`src/codon_usage_counter_macros.svh`:
```
// Assertion helpers shared by the codon usage counter modules.
// Each expects signals named clk and arst_n in the scope where it is used.
`ifndef CODON_USAGE_COUNTER_MACROS_SVH
`define CODON_USAGE_COUNTER_MACROS_SVH

// Same-cycle implication, checked outside reset.
`define CUC_ASSERT_NOW(label, ante, cons, msg) \
label: assert property (@(posedge clk) disable iff (!arst_n) (ante) |-> (cons)) \
	else $error(msg);

// Next-cycle implication, checked outside reset.
`define CUC_ASSERT_NEXT(label, ante, cons, msg) \
label: assert property (@(posedge clk) disable iff (!arst_n) (ante) |=> (cons)) \
	else $error(msg);

`endif

```
`src/cuc_pkg.sv`:
```
package cuc_pkg;

	localparam int CNT_W   = 24;
	localparam int RD_W    = 7;
	localparam int NCODON  = 64;
	localparam int IDX_W   = 6;
	localparam int QPTR_W  = 2;
	localparam int QDEPTH  = 1 << QPTR_W;
	localparam int PADDR_W = 4;
	localparam int PDATA_W = 64;

	localparam logic [RD_W-1:0]    RARE_MAX        = RD_W'(NCODON);
	localparam logic [NCODON-1:0]  RARE_MASK_RESET = 64'hFFFF_FFFF_BFFF_FFFF;

	localparam logic [7:0] CH_A = 8'h41;
	localparam logic [7:0] CH_C = 8'h43;
	localparam logic [7:0] CH_G = 8'h47;
	localparam logic [7:0] CH_T = 8'h54;

	localparam logic [1:0] BASE_A = 2'd0;
	localparam logic [1:0] BASE_C = 2'd1;
	localparam logic [1:0] BASE_G = 2'd2;
	localparam logic [1:0] BASE_T = 2'd3;

	typedef enum logic [1:0] {
		CMD_PUSH  = 2'd0,
		CMD_READ  = 2'd1,
		CMD_CLEAR = 2'd2
	} cmd_t;

	typedef enum logic [1:0] {
		PH_FIRST  = 2'd0,
		PH_SECOND = 2'd1,
		PH_THIRD  = 2'd2
	} phase_t;

	typedef enum logic [1:0] {
		OP_REPORT = 2'd0,
		OP_READ   = 2'd1,
		OP_CLEAR  = 2'd2
	} op_t;

	localparam logic KIND_TRIPLET = 1'b0;
	localparam logic KIND_READ    = 1'b1;

	typedef struct packed {
		logic [1:0]       command;
		logic [7:0]       base_char;
		logic [IDX_W-1:0] bin_index;
	} item_t;

	typedef struct packed {
		logic             result_kind;
		logic [IDX_W-1:0] codon_index;
		logic             codon_valid;
		logic             codon_rare;
		logic [CNT_W-1:0] bin_count;
		logic [CNT_W-1:0] total_codons;
		logic [CNT_W-1:0] gc_count;
		logic [CNT_W-1:0] base_count;
		logic [RD_W-1:0]  rare_distinct;
	} result_t;

	// One unit of work handed from the front part to the back part.
	typedef struct packed {
		op_t              op;
		logic [IDX_W-1:0] addr;
		logic             codon_valid;
		logic             codon_rare;
		logic [CNT_W-1:0] total_codons;
		logic [CNT_W-1:0] gc_count;
		logic [CNT_W-1:0] base_count;
		logic [RD_W-1:0]  rare_distinct;
	} back_op_t;

	function automatic logic [CNT_W-1:0] sat_inc(input logic [CNT_W-1:0] v);
		logic [CNT_W-1:0] r;
		r = (v == {CNT_W{1'b1}}) ? v : v + CNT_W'(1);
		return r;
	endfunction

endpackage

```
`src/cuc_fifo.sv`:
```
`include "codon_usage_counter_macros.svh"

module cuc_fifo import cuc_pkg::*; (
	input  logic     clk,
	input  logic     arst_n,
	input  logic     push,
	input  back_op_t wr_op,
	input  logic     pop,
	output back_op_t head,
	output logic     empty,
	output logic     full
);

	back_op_t           slot_q [QDEPTH];
	logic [QPTR_W-1:0]  wr_ptr_q;
	logic [QPTR_W-1:0]  rd_ptr_q;
	logic [QPTR_W:0]    cnt_q;

	always_ff @(posedge clk) begin
		if (push) begin
			slot_q[wr_ptr_q] <= wr_op;
		end
	end

	always_ff @(posedge clk or negedge arst_n) begin
		if (!arst_n) begin
			wr_ptr_q <= '0;
			rd_ptr_q <= '0;
			cnt_q    <= '0;
		end else begin
			if (push) begin
				wr_ptr_q <= wr_ptr_q + QPTR_W'(1);
			end
			if (pop) begin
				rd_ptr_q <= rd_ptr_q + QPTR_W'(1);
			end
			case ({push, pop})
				2'b10:   cnt_q <= cnt_q + (QPTR_W+1)'(1);
				2'b01:   cnt_q <= cnt_q - (QPTR_W+1)'(1);
				default: cnt_q <= cnt_q;
			endcase
		end
	end

	assign head  = slot_q[rd_ptr_q];
	assign empty = (cnt_q == '0);
	assign full  = (cnt_q == (QPTR_W+1)'(QDEPTH));

	`CUC_ASSERT_NOW(a_fifo_no_underflow, pop, cnt_q != '0, "queue popped while empty")
	`CUC_ASSERT_NOW(a_fifo_no_overflow, push && !pop, !full, "queue pushed while full")

endmodule

```
`src/cuc_front.sv`:
```
`include "codon_usage_counter_macros.svh"

module cuc_front import cuc_pkg::*; (
	input  logic              clk,
	input  logic              arst_n,
	input  logic              accept,
	input  item_t             item,
	input  logic [NCODON-1:0] rare_mask,
	output logic              push,
	output back_op_t          wr_op
);

	phase_t             phase_q;
	phase_t             phase_n;
	logic [3:0]         part_q;
	logic               pval_q;
	logic [CNT_W-1:0]   tot_q;
	logic [CNT_W-1:0]   gc_q;
	logic [CNT_W-1:0]   chars_q;
	logic [RD_W-1:0]    rare_q;
	logic [NCODON-1:0]  seen_q;

	logic [1:0]         code;
	logic               ok;
	logic               is_gc;
	logic               valid_c;
	logic [IDX_W-1:0]   idx_c;
	logic               rare_c;
	logic               rare_inc;
	logic [CNT_W-1:0]   chars_n;
	logic [CNT_W-1:0]   gc_n;
	logic [CNT_W-1:0]   tot_n;
	logic [RD_W-1:0]    rare_n;
	logic               is_push;
	logic               is_clear;

	always_comb begin
		code = BASE_A;
		ok   = 1'b1;
		unique case (item.base_char)
			CH_A:    code = BASE_A;
			CH_C:    code = BASE_C;
			CH_G:    code = BASE_G;
			CH_T:    code = BASE_T;
			default: ok   = 1'b0;
		endcase
	end

	assign is_push  = accept && (item.command == CMD_PUSH);
	assign is_clear = accept && (item.command == CMD_CLEAR);
	assign is_gc    = (item.base_char == CH_G) || (item.base_char == CH_C);

	// Completion of the third character of a triplet.
	assign valid_c  = pval_q && ok;
	assign idx_c    = valid_c ? {part_q, code} : '0;
	assign rare_c   = valid_c && rare_mask[idx_c];
	assign rare_inc = rare_c && !seen_q[idx_c] && (rare_q < RARE_MAX);

	assign chars_n = sat_inc(chars_q);
	assign gc_n    = is_gc ? sat_inc(gc_q) : gc_q;
	assign tot_n   = valid_c ? sat_inc(tot_q) : tot_q;
	assign rare_n  = rare_inc ? rare_q + RD_W'(1) : rare_q;

	always_comb begin
		phase_n = phase_q;
		if (is_clear) begin
			phase_n = PH_FIRST;
		end else if (is_push) begin
			unique case (phase_q)
				PH_FIRST:  phase_n = PH_SECOND;
				PH_SECOND: phase_n = PH_THIRD;
				default:   phase_n = PH_FIRST;
			endcase
		end
	end

	always_comb begin
		push               = 1'b0;
		wr_op.op           = OP_REPORT;
		wr_op.addr         = idx_c;
		wr_op.codon_valid  = valid_c;
		wr_op.codon_rare   = rare_c;
		wr_op.total_codons = tot_n;
		wr_op.gc_count     = gc_n;
		wr_op.base_count   = chars_n;
		wr_op.rare_distinct = rare_n;
		if (accept) begin
			unique case (item.command)
				CMD_PUSH: begin
					push = (phase_q == PH_THIRD);
				end
				CMD_READ: begin
					push                = 1'b1;
					wr_op.op            = OP_READ;
					wr_op.addr          = item.bin_index;
					wr_op.codon_valid   = 1'b0;
					wr_op.codon_rare    = 1'b0;
					wr_op.total_codons  = tot_q;
					wr_op.gc_count      = gc_q;
					wr_op.base_count    = chars_q;
					wr_op.rare_distinct = rare_q;
				end
				CMD_CLEAR: begin
					push     = 1'b1;
					wr_op.op = OP_CLEAR;
				end
				default: push = 1'b0;
			endcase
		end
	end

	always_ff @(posedge clk or negedge arst_n) begin
		if (!arst_n) begin
			phase_q <= PH_FIRST;
			part_q  <= '0;
			pval_q  <= 1'b1;
			tot_q   <= '0;
			gc_q    <= '0;
			chars_q <= '0;
			rare_q  <= '0;
			seen_q  <= '0;
		end else begin
			phase_q <= phase_n;
			if (is_clear) begin
				part_q  <= '0;
				pval_q  <= 1'b1;
				tot_q   <= '0;
				gc_q    <= '0;
				chars_q <= '0;
				rare_q  <= '0;
				seen_q  <= '0;
			end else if (is_push) begin
				chars_q <= chars_n;
				gc_q    <= gc_n;
				unique case (phase_q)
					PH_FIRST: begin
						part_q <= {2'b00, code};
						pval_q <= ok;
					end
					PH_SECOND: begin
						part_q <= {part_q[1:0], code};
						pval_q <= pval_q && ok;
					end
					default: begin
						part_q <= '0;
						pval_q <= 1'b1;
						tot_q  <= tot_n;
						rare_q <= rare_n;
						if (valid_c) begin
							seen_q[idx_c] <= 1'b1;
						end
					end
				endcase
			end
		end
	end

	`CUC_ASSERT_NEXT(a_front_clear_empties, is_clear, seen_q == '0, "clear left codons seen")

endmodule

```
`src/cuc_back.sv`:
```
`include "codon_usage_counter_macros.svh"

module cuc_back import cuc_pkg::*; (
	input  logic     clk,
	input  logic     arst_n,
	input  back_op_t head,
	input  logic     empty,
	output logic     pop,
	output logic     result_valid,
	input  logic     result_ready,
	output result_t  result
);

	logic [CNT_W-1:0]   hist_mem [NCODON];
	logic [NCODON-1:0]  hist_vld_q;

	back_op_t           op_s2;
	logic               vld_s2;
	logic [CNT_W-1:0]   rd_s2;
	logic               rd_vld_s2;

	// Most recent change made to the bins, for the op that read alongside it.
	logic               last_clr_q;
	logic               last_upd_q;
	logic [IDX_W-1:0]   last_addr_q;
	logic [CNT_W-1:0]   last_data_q;

	result_t            res_q;
	logic               res_vld_q;

	logic               done_s2;
	logic               adv;
	logic               emits;
	logic               writes;
	logic [CNT_W-1:0]   cur_bin;
	logic [CNT_W-1:0]   new_bin;
	result_t            res_n;

	assign emits   = (op_s2.op != OP_CLEAR);
	assign writes  = (op_s2.op == OP_REPORT) && op_s2.codon_valid;
	assign done_s2 = vld_s2 && (!emits || !res_vld_q || result_ready);
	assign adv     = !vld_s2 || done_s2;
	assign pop     = adv && !empty;

	always_comb begin
		if (last_clr_q) begin
			cur_bin = '0;
		end else if (last_upd_q && (last_addr_q == op_s2.addr)) begin
			cur_bin = last_data_q;
		end else begin
			cur_bin = rd_vld_s2 ? rd_s2 : '0;
		end
	end

	assign new_bin = sat_inc(cur_bin);

	always_comb begin
		res_n.codon_index   = op_s2.addr;
		res_n.codon_valid   = op_s2.codon_valid;
		res_n.codon_rare    = op_s2.codon_rare;
		res_n.total_codons  = op_s2.total_codons;
		res_n.gc_count      = op_s2.gc_count;
		res_n.base_count    = op_s2.base_count;
		res_n.rare_distinct = op_s2.rare_distinct;
		if (op_s2.op == OP_READ) begin
			res_n.result_kind = KIND_READ;
			res_n.bin_count   = cur_bin;
		end else begin
			res_n.result_kind = KIND_TRIPLET;
			res_n.bin_count   = op_s2.codon_valid ? new_bin : '0;
		end
	end

	always_ff @(posedge clk) begin
		if (pop) begin
			rd_s2     <= hist_mem[head.addr];
			rd_vld_s2 <= hist_vld_q[head.addr];
			op_s2     <= head;
		end
		if (done_s2 && writes) begin
			hist_mem[op_s2.addr] <= new_bin;
		end
		if (done_s2 && writes) begin
			last_addr_q <= op_s2.addr;
			last_data_q <= new_bin;
		end
		if (done_s2 && emits) begin
			res_q <= res_n;
		end
	end

	always_ff @(posedge clk or negedge arst_n) begin
		if (!arst_n) begin
			vld_s2     <= 1'b0;
			hist_vld_q <= '0;
			last_clr_q <= 1'b0;
			last_upd_q <= 1'b0;
			res_vld_q  <= 1'b0;
		end else begin
			if (adv) begin
				vld_s2 <= !empty;
			end
			if (done_s2 && (op_s2.op == OP_CLEAR)) begin
				hist_vld_q <= '0;
				last_clr_q <= 1'b1;
				last_upd_q <= 1'b0;
			end else if (done_s2 && writes) begin
				hist_vld_q[op_s2.addr] <= 1'b1;
				last_clr_q <= 1'b0;
				last_upd_q <= 1'b1;
			end
			if (done_s2 && emits) begin
				res_vld_q <= 1'b1;
			end else if (result_ready) begin
				res_vld_q <= 1'b0;
			end
		end
	end

	assign result_valid = res_vld_q;
	assign result       = res_q;

	`CUC_ASSERT_NEXT(a_back_emit, done_s2 && emits, res_vld_q, "op left no result")
	`CUC_ASSERT_NEXT(a_back_clear_bins, done_s2 && (op_s2.op == OP_CLEAR), hist_vld_q == '0, "bins kept")

endmodule

```
`src/codon_usage_counter.sv`:
```
// Channel   Direction  Handshake                   Payload
// item      in         item_valid / item_ready     item_t (command, base_char, bin_index)
// result    out        result_valid / result_ready result_t (report or read answer)
// config    in         psel, penable, pwrite, ...  rare_codon_mask at byte address 0
//
// A sustained stream of one transfer per cycle is accepted, limited only by the
// four-entry work queue filling up. A result passes through the work queue, the
// histogram memory read, and the increment and output register. Reset clears all
// counters, bin valid flags and the queue at once; no clearing pass. A stalled result
// holds the back part; the front keeps taking items until the queue fills.

`include "codon_usage_counter_macros.svh"

module codon_usage_counter import cuc_pkg::*; (
	input  logic               clk,
	input  logic               arst_n,

	input  logic               item_valid,
	output logic               item_ready,
	input  item_t              item,

	output logic               result_valid,
	input  logic               result_ready,
	output result_t            result,

	input  logic               psel,
	input  logic               penable,
	input  logic               pwrite,
	input  logic [PADDR_W-1:0] paddr,
	input  logic [PDATA_W-1:0] pwdata,
	output logic [PDATA_W-1:0] prdata,
	output logic               pready
);

	// The rare mask is the only register; it sits in the lower 8-byte slot.
	logic [NCODON-1:0] mask_q;
	logic              cfg_wr;
	logic              sel_mask;

	// Front to queue, queue to back.
	logic              accept;
	logic              q_push;
	logic              q_pop;
	logic              q_empty;
	logic              q_full;
	back_op_t          q_wr_op;
	back_op_t          q_head;

	assign pready   = 1'b1;
	assign sel_mask = (paddr[PADDR_W-1] == 1'b0);
	assign cfg_wr   = psel && penable && pwrite && pready && sel_mask;
	assign prdata   = sel_mask ? mask_q : '0;

	always_ff @(posedge clk or negedge arst_n) begin
		if (!arst_n) begin
			mask_q <= RARE_MASK_RESET;
		end else if (cfg_wr) begin
			mask_q <= pwdata;
		end
	end

	// The front part is always able to take an item while the queue has room,
	// whether or not the item will need any work from the back part.
	assign item_ready = !q_full;
	assign accept     = item_valid && item_ready;

	cuc_front u_front (
		.clk       (clk),
		.arst_n    (arst_n),
		.accept    (accept),
		.item      (item),
		.rare_mask (mask_q),
		.push      (q_push),
		.wr_op     (q_wr_op)
	);

	cuc_fifo u_fifo (
		.clk    (clk),
		.arst_n (arst_n),
		.push   (q_push),
		.wr_op  (q_wr_op),
		.pop    (q_pop),
		.head   (q_head),
		.empty  (q_empty),
		.full   (q_full)
	);

	// The back part owns the histogram memory and the output register.
	cuc_back u_back (
		.clk          (clk),
		.arst_n       (arst_n),
		.head         (q_head),
		.empty        (q_empty),
		.pop          (q_pop),
		.result_valid (result_valid),
		.result_ready (result_ready),
		.result       (result)
	);

	// Work is only ever queued for an item that was accepted.
	`CUC_ASSERT_NOW(a_top_push_on_accept, q_push, accept, "work queued without an accepted transfer")

endmodule
```
`config.mk`:
```
export PLATFORM = sky130hd
export DESIGN_NAME = codon_usage_counter
export DESIGN_NICKNAME = d
export VERILOG_FILES = /design/src/cuc_pkg.sv /design/src/cuc_fifo.sv /design/src/cuc_front.sv /design/src/cuc_back.sv /design/src/codon_usage_counter.sv
export VERILOG_INCLUDE_DIRS = /design/src /design/src/src
export SDC_FILE = /design/constraint.sdc
export NUM_CORES = 2
export LEC_CHECK = 0
export BUFFER_PORTS_ARGS = -buffer_cell sky130_fd_sc_hd__buf_2
export CORE_AREA = 4 4 470 472
export CTS_CLUSTER_SIZE = 20
export DETAILED_ROUTE_END_ITERATION = 8
export DIE_AREA = 0 0 474 476
export GPL_TIMING_DRIVEN = 0
export PLACE_DENSITY = 0.65
export SYNTH_ARGS = -nofsm -noshare
export SYNTH_HDL_FRONTEND = slang
export SYNTH_SLANG_ARGS = --single-unit
```
`constraint.sdc`:
```
create_clock -name clk -period 9.7 [get_ports clk]
set_clock_uncertainty 0.2 [all_clocks]
set_input_delay 0.485 -clock clk [delete_from_list [all_inputs] [get_ports clk]]
set_output_delay 0.485 -clock clk [all_outputs]
set_load 0.01 [all_outputs]
```
Word level (Yosys, flattened, before mapping)
Memories as Yosys holds them, arrays and structs flattened. A register that Yosys moved wholly into a read port is not among the register bits.
Index checks and enable logic that the tools add are counted.
{"block": "totals", "reg_bits": 521, "mem_bits_rw": 1892, "in_bits": 91, "out_inout_bits": 179, "elab_cells": 188, "memories": 2}
{"memory": "u_back.hist_mem", "depth": 64, "width": 24, "rd": 1, "rd_ports_with_merged_regs": 1, "wr": 1, "line": "cuc_back.sv:14", "text": "logic [CNT_W-1:0] hist_mem [NCODON];"}
{"memory": "u_fifo.slot_q", "depth": 4, "width": 89, "rd": 1, "rd_ports_with_merged_regs": 0, "wr": 1, "line": "cuc_fifo.sv:14", "text": "back_op_t slot_q [QDEPTH];"}
{"block": "op_classes", "addsub": 9, "magnitude_cmp": 6, "n_eq_ne": 20, "mux": 68, "n_bitwise": 3, "n_reduce_logical": 43}
{"operator": "64-bit 2-to-1 mux", "count": 7}
{"operator": "24-bit 2-to-1 mux", "count": 18}
{"operator": "64-bit bitwise OR", "count": 2}
{"operator": "24-bit by 1-bit adder with 24-bit output (second input constant)", "count": 4}
{"operator": "24-bit equality test (second input constant)", "count": 4}
{"operator": "89-bit 2-to-1 mux", "count": 1}
{"operator": "87-bit 2-to-1 mux", "count": 1}
{"operator": "8-bit by 7-bit equality test with 1-bit output (second input constant)", "count": 4}
{"operator": "7-bit 2-to-1 mux", "count": 4}
{"operator": "6-bit by 7-bit < comparator with 1-bit output (second input constant)", "count": 3}
{"operator": "1-bit 2-to-1 mux", "count": 20}
{"operator": "1-bit logical AND", "count": 19}
{"operator": "1-bit binary-select mux with 6-bit select", "count": 3}
{"operator": "1-bit demux with 6-bit select", "count": 2}
{"operator": "6-bit by 1-bit >= comparator with 1-bit output (second input constant)", "count": 2}
{"operator": "2-bit nonzero test", "count": 5}
{"operator": "2-bit by 1-bit equality test with 1-bit output (second input constant)", "count": 4}
{"operator": "2-bit equality test (second input constant)", "count": 4}
{"operator": "4-bit 2-to-1 mux", "count": 2}
{"operator": "2-bit one-hot mux with 2 select lines", "count": 2}
{"operator": "4-bit one-hot mux with 2 select lines", "count": 1}
{"operator": "7-bit by 1-bit adder with 7-bit output (second input constant)", "count": 1}
{"operator": "7-bit < comparator (second input constant)", "count": 1}
{"operator": "6-bit equality test", "count": 1}
{"operator": "other kinds (20)", "count": 34}

Longest topological paths before layout
{"block": "depth", "depth_word": 14, "depth_mapped": 19}

Cells and area by module
Synthesis repeated with hierarchy kept, for this count alone.
{"block": "unflattened", "cells_unflattened": 4977, "hier_area_um2": 97308.3}
{"mod": "cuc_back", "n_inst": 1, "cells_each": 3025, "area_per_inst_um2": 70918.0, "seq_area_each_um2": 55513.2}
{"mod": "cuc_fifo", "n_inst": 1, "cells_each": 502, "area_per_inst_um2": 13329.0, "seq_area_each_um2": 10865.4}
{"mod": "cuc_front", "n_inst": 1, "cells_each": 1239, "area_per_inst_um2": 9830.7, "seq_area_each_um2": 3754.9}
{"mod": "codon_usage_counter", "n_inst": 1, "cells_each": 211, "area_per_inst_um2": 3230.6, "seq_area_each_um2": 1680.4}

Least setup slack after synthesis
Ideal clock, no wire load.
{"block": "synth_path", "path_type": "register -> register", "from": "reg u_back.op_s2[82] in the netlist's numbering", "to": "mem u_back.hist_mem[0][4], data pin", "setup_time_ns": 0.916, "arrival_ns": 6.783, "required_ns": 8.584, "slack_ns": 1.801, "path_stages_with_launch": 17, "n_path_buf": 4, "synth_period_minus_slack_ns": 7.899, "path_cell_list": "edfxtp_1 buf_2 xnor2_1 and4_1 nand2_1 clkbuf_1 clkbuf_1 nand3_1 a21oi_1 ha_1 nand3_1 nor3_1 a41o_1 and3b_1 and2_1 buf_2 o41ai_1"}
{"block": "synth_between", "elab_chain_len": 6, "word_cells_on_any_way": 7}
{"element": "from (decl)", "line": "cuc_back.sv:17", "text": "back_op_t op_s2;"}
{"element": "from (signal assigned)", "line": "cuc_back.sv:78", "text": "op_s2 <= head;"}
{"element": "6-bit equality test *", "line": "cuc_back.sv:48", "text": "end else if (last_upd_q && (last_addr_q == op_s2.addr)) begin"}
{"element": "1-bit logical AND *", "line": "cuc_back.sv:48"}
{"element": "24-bit 2-to-1 mux *", "line": "cuc_back.sv:48"}
{"element": "24-bit 2-to-1 mux *", "line": "cuc_back.sv:46", "text": "if (last_clr_q) begin"}
{"element": "24-bit by 1-bit adder with 24-bit output / 24-bit equality test (equally long branches)", "line": "cuc_pkg.sv:78", "text": "r = (v == {CNT_W{1'b1}}) ? v : v + CNT_W'(1);"}
{"element": "24-bit 2-to-1 mux *", "line": "cuc_pkg.sv:78"}
{"element": "net u_back.new_bin[4]", "line": "cuc_back.sv:36", "text": "logic [CNT_W-1:0] new_bin;"}
{"element": "to (decl)", "line": "cuc_back.sv:14"}
Mark *: on every way through the listed nets, which the timed path passes. The rest lies on a longest branch.

==> results_dict.tcl <==
set metrics [dict create \
    outcome "complete, but fails checks" \
    violations "capacitance limit" \
    gp_congestion 0.906 \
    cp-startpoint "u_back.op_s2[82]" \
    synthTopCellsByArea "edfxtp_1 67%, mux4_2 14%, dfrtp_1 5.8%, dfstp_2 1.7%, mux2_2 1.2%" \
    dr.pass1.iters 5 \
    totalWireLength_mm 261 \
    routedWlPerCell_um 29.6 \
    dieArea_sq_um 226000 \
    async_reset_ff_frac 0.119 \
    yosys_most_used_dff "edfxtp_1" \
    io_buffer_count 265 \
    maxCapViolCount 1 \
    maxSlewViolCount 0 \
    viasPerCell 5.99 \
    yosysTopAreaCell "edfxtp_1" \
    fin_util 0.527 \
    ant_nets 0 \
    yosysSeqAreaShare 0.740 \
    grt_overflow_total 0 \
    synthesis.area_sq_um 97000 \
    syn_to_final_growth_pct 17.6 \
    cts_resized 0 \
    dp_hpwl_mm 177 \
    ctsHoldBuffers 76 \
    synth.cells.most_frequent "2148 x edfxtp_1, 589 x mux4_2, 263 x nor2_1" \
    syn_area_per_cell_sq_um 19.2 \
    numCtsBuffers 238 \
    grt_pass1_wl_mm 379 \
    num_vias 52900 \
    synth_most_common_cell "edfxtp_1" \
    setup_slack_ns 2.17 \
    seqCellArea_sq_um 71800 \
    grt_pass1_vias 53200 \
    remaining_drc_errors 0 \
    min_path_type "in -> reg" \
    max_freq_mhz 133 \
    critical_path_peak_fanout 10 \
    clkSinkCount 2437 \
    synth_top_cell_area_share 0.665 \
    powerDensity_nw_per_um2 276 \
    clockRootBuffer "clkbuf_16" \
    fillCellCount 16800 \
    cts_tree "built" \
    synth_seq_cells 2437 \
    fin_tns_setup_ns 0 \
    initialDrtViolationCount 6478 \
    peakVddDrop_mv 0.235 \
    holdCritStartpoint "item[9]" \
    path_class "reg -> reg" \
    drive_gt1_frac 0.278 \
    min_period_over_period 0.776 \
    path_clk_slew_ns 0.07 \
    antenna_found_initial 19 \
    critPathRequiredTime_ns 10.00 \
    setup-violations-final 0 \
    clkLatencyLatePin_ns 0.90 \
    start_util 0.448 \
    synth_nets 5160 \
    clk_path_buf_depth 3 \
    die_h_um 476 \
    arrival_ns 7.83 \
    fp-row-count 171 \
    syn_inst 5053 \
    hold_slack_ns 0.117 \
    max_slew.worst_pin.slew_ns 1.49 \
    grt_max_degree 86 \
    final_cells 8840 \
    preCtsSetupSlack_ns 2.33 \
    r2r_start "u_back.op_s2[82]" \
    post-cts-setup-buffers 0 \
    period_needed_ns 7.53 \
    leakage_uw 0.0387 \
    dp.cells 8307 \
    nNetsFinal 5876 \
    rsz0062_at_grt "no" \
    ys.warnings.count 0 \
    end_kind "register" \
    multi_input_area_sq_um 24800 \
    synth-edff-count 2148 \
    critPathLaunchType "register" \
    hold_violations 0 \
    htreeDepth 4 \
    track_usage 0.232 \
    fp.coreArea_sq_um 217000 \
    synth_cell_types 92 \
    ioPinCount 270 \
    die_x_um 474 \
    maxSlewHeadroom 0.00455 \
]
==> cells by family (layout without fill, tap and decap cells) <==
logic type	Yosys count	after routing	share of synthesized area
xor gates and xnor gates	105	105	0.00948
adders and majority gates	16	16	0.00214
and+or+nand+nor	917	917	0.0462
AOI/OAI and AO/OA	524	524	0.0347
buffers and inverters	306	1229	0.0126
other	1	11	0.0000387
DFF	2437	2437	0.740
muxes	747	747	0.154
==> metal layers <==
layer	up-vias	track usage	share of wire
li1	21900	-	-
met1	28000	0.333	0.41
met2	2573	0.355	0.47
met3	457	0.0468	0.086
met4	4	0.0858	0.039
met5	-	0	0.00010
==> worst max-delay path, cell delays in order, from the launching register on <==
cell      delay (ns)
edfxtp_1        0.55
buf_2           0.24
xnor2_1         0.18
and4_1          0.35
nand2_1         0.29
clkbuf_1        0.49
clkbuf_1        0.52
nand3_1         0.15
a21oi_1         0.48
ha_1            0.33
nand3_1         0.10
nor3_1          0.14
a41o_1          0.27
and3b_1         0.36
nor3b_1         0.89
nand3b_1        0.32
mux2i_1         0.19
o21ai_0         1.05
==> where the power goes <==
group,switching [uW],leakage (uW),internal (uW),total (uW)
Combinational,5470,0.0109,3710,9180
Sequential,436,0.0241,12700,13200
Clock,4010,0.00376,5140,9150
==> placed cells by master, fill, tap and decap left out, types with 101 or more instances in the layout <==
| master | synthesis | final |
|---|---|---|
| edfxtp_1 | 2148 | 2148 |
| nand2_1 | 254 | 254 |
| clkbuf_16 | 0 | 239 |
| nor2_1 | 263 | 197 |
| mux4_2 | 589 | 589 |
| buf_2 | 39 | 303 |
| o21ai_0 | 153 | 153 |
| mux2_2 | 102 | 101 |
| a21oi_1 | 115 | 114 |
| clkbuf_1 | 199 | 257 |
| dfrtp_1 | 225 | 225 |
==> flip-flops by register name, indices dropped and copies added (netlist names), 2 cells and up <==
signal / count
u_back.op_s2: 89
u_fifo.cnt_q: 3
u_front.chars_q: 24
u_fifo.slot_q: 356
u_front.phase_q: 2
mask_q: 64
u_front.gc_q: 24
u_front.rare_q: 7
u_back.result: 112
u_front.tot_q: 24
u_back.rd_s2: 24
u_back.last_addr_q: 6
u_fifo.wr_ptr_q: 2
u_back.hist_mem: 1536
u_front.part_q: 4
u_back.hist_vld_q: 64
u_back.last_data_q: 24
u_front.seen_q: 64
u_fifo.rd_ptr_q: 2
==> path summary, 6_finish.rpt <==
check / end / slack (ns) / depth (start not counted)
worst max-delay path: u_back.result[99] / 2.17 / 17
worst min-delay path: u_front.part_q[1] / 0.12 / 4
worst max register to register: u_back.result[99] / 2.17 / 17
worst min register to register: u_back.result[103] / 0.21 / 0
max in group asynchronous: mask_q[22] / 7.49 / 6
min in group asynchronous: u_front.gc_q[20] / 0.53 / 4
==> area by class of cell <==
class | instances | area share
antenna | 10 | 0.000219
buffer | 279 | 0.00980
clock buffer | 304 | 0.0552
clock inverter | 143 | 0.0129
inverter | 27 | 0.000888
multi-input combinational | 2310 | 0.217
sequential | 2437 | 0.629
tap | 2854 | 0.0313
timing repair buffer | 476 | 0.0431
==> per-stage QoR <==
step	cell area, sq um	power [uW]
after CTS	114000	31700
after floorplan	97000	18700
after detailed placement	106000	22500
final	114000	31500
after global placement	102000	22300
after global routing	114000	32700
(Power assumes the default switching activity.)
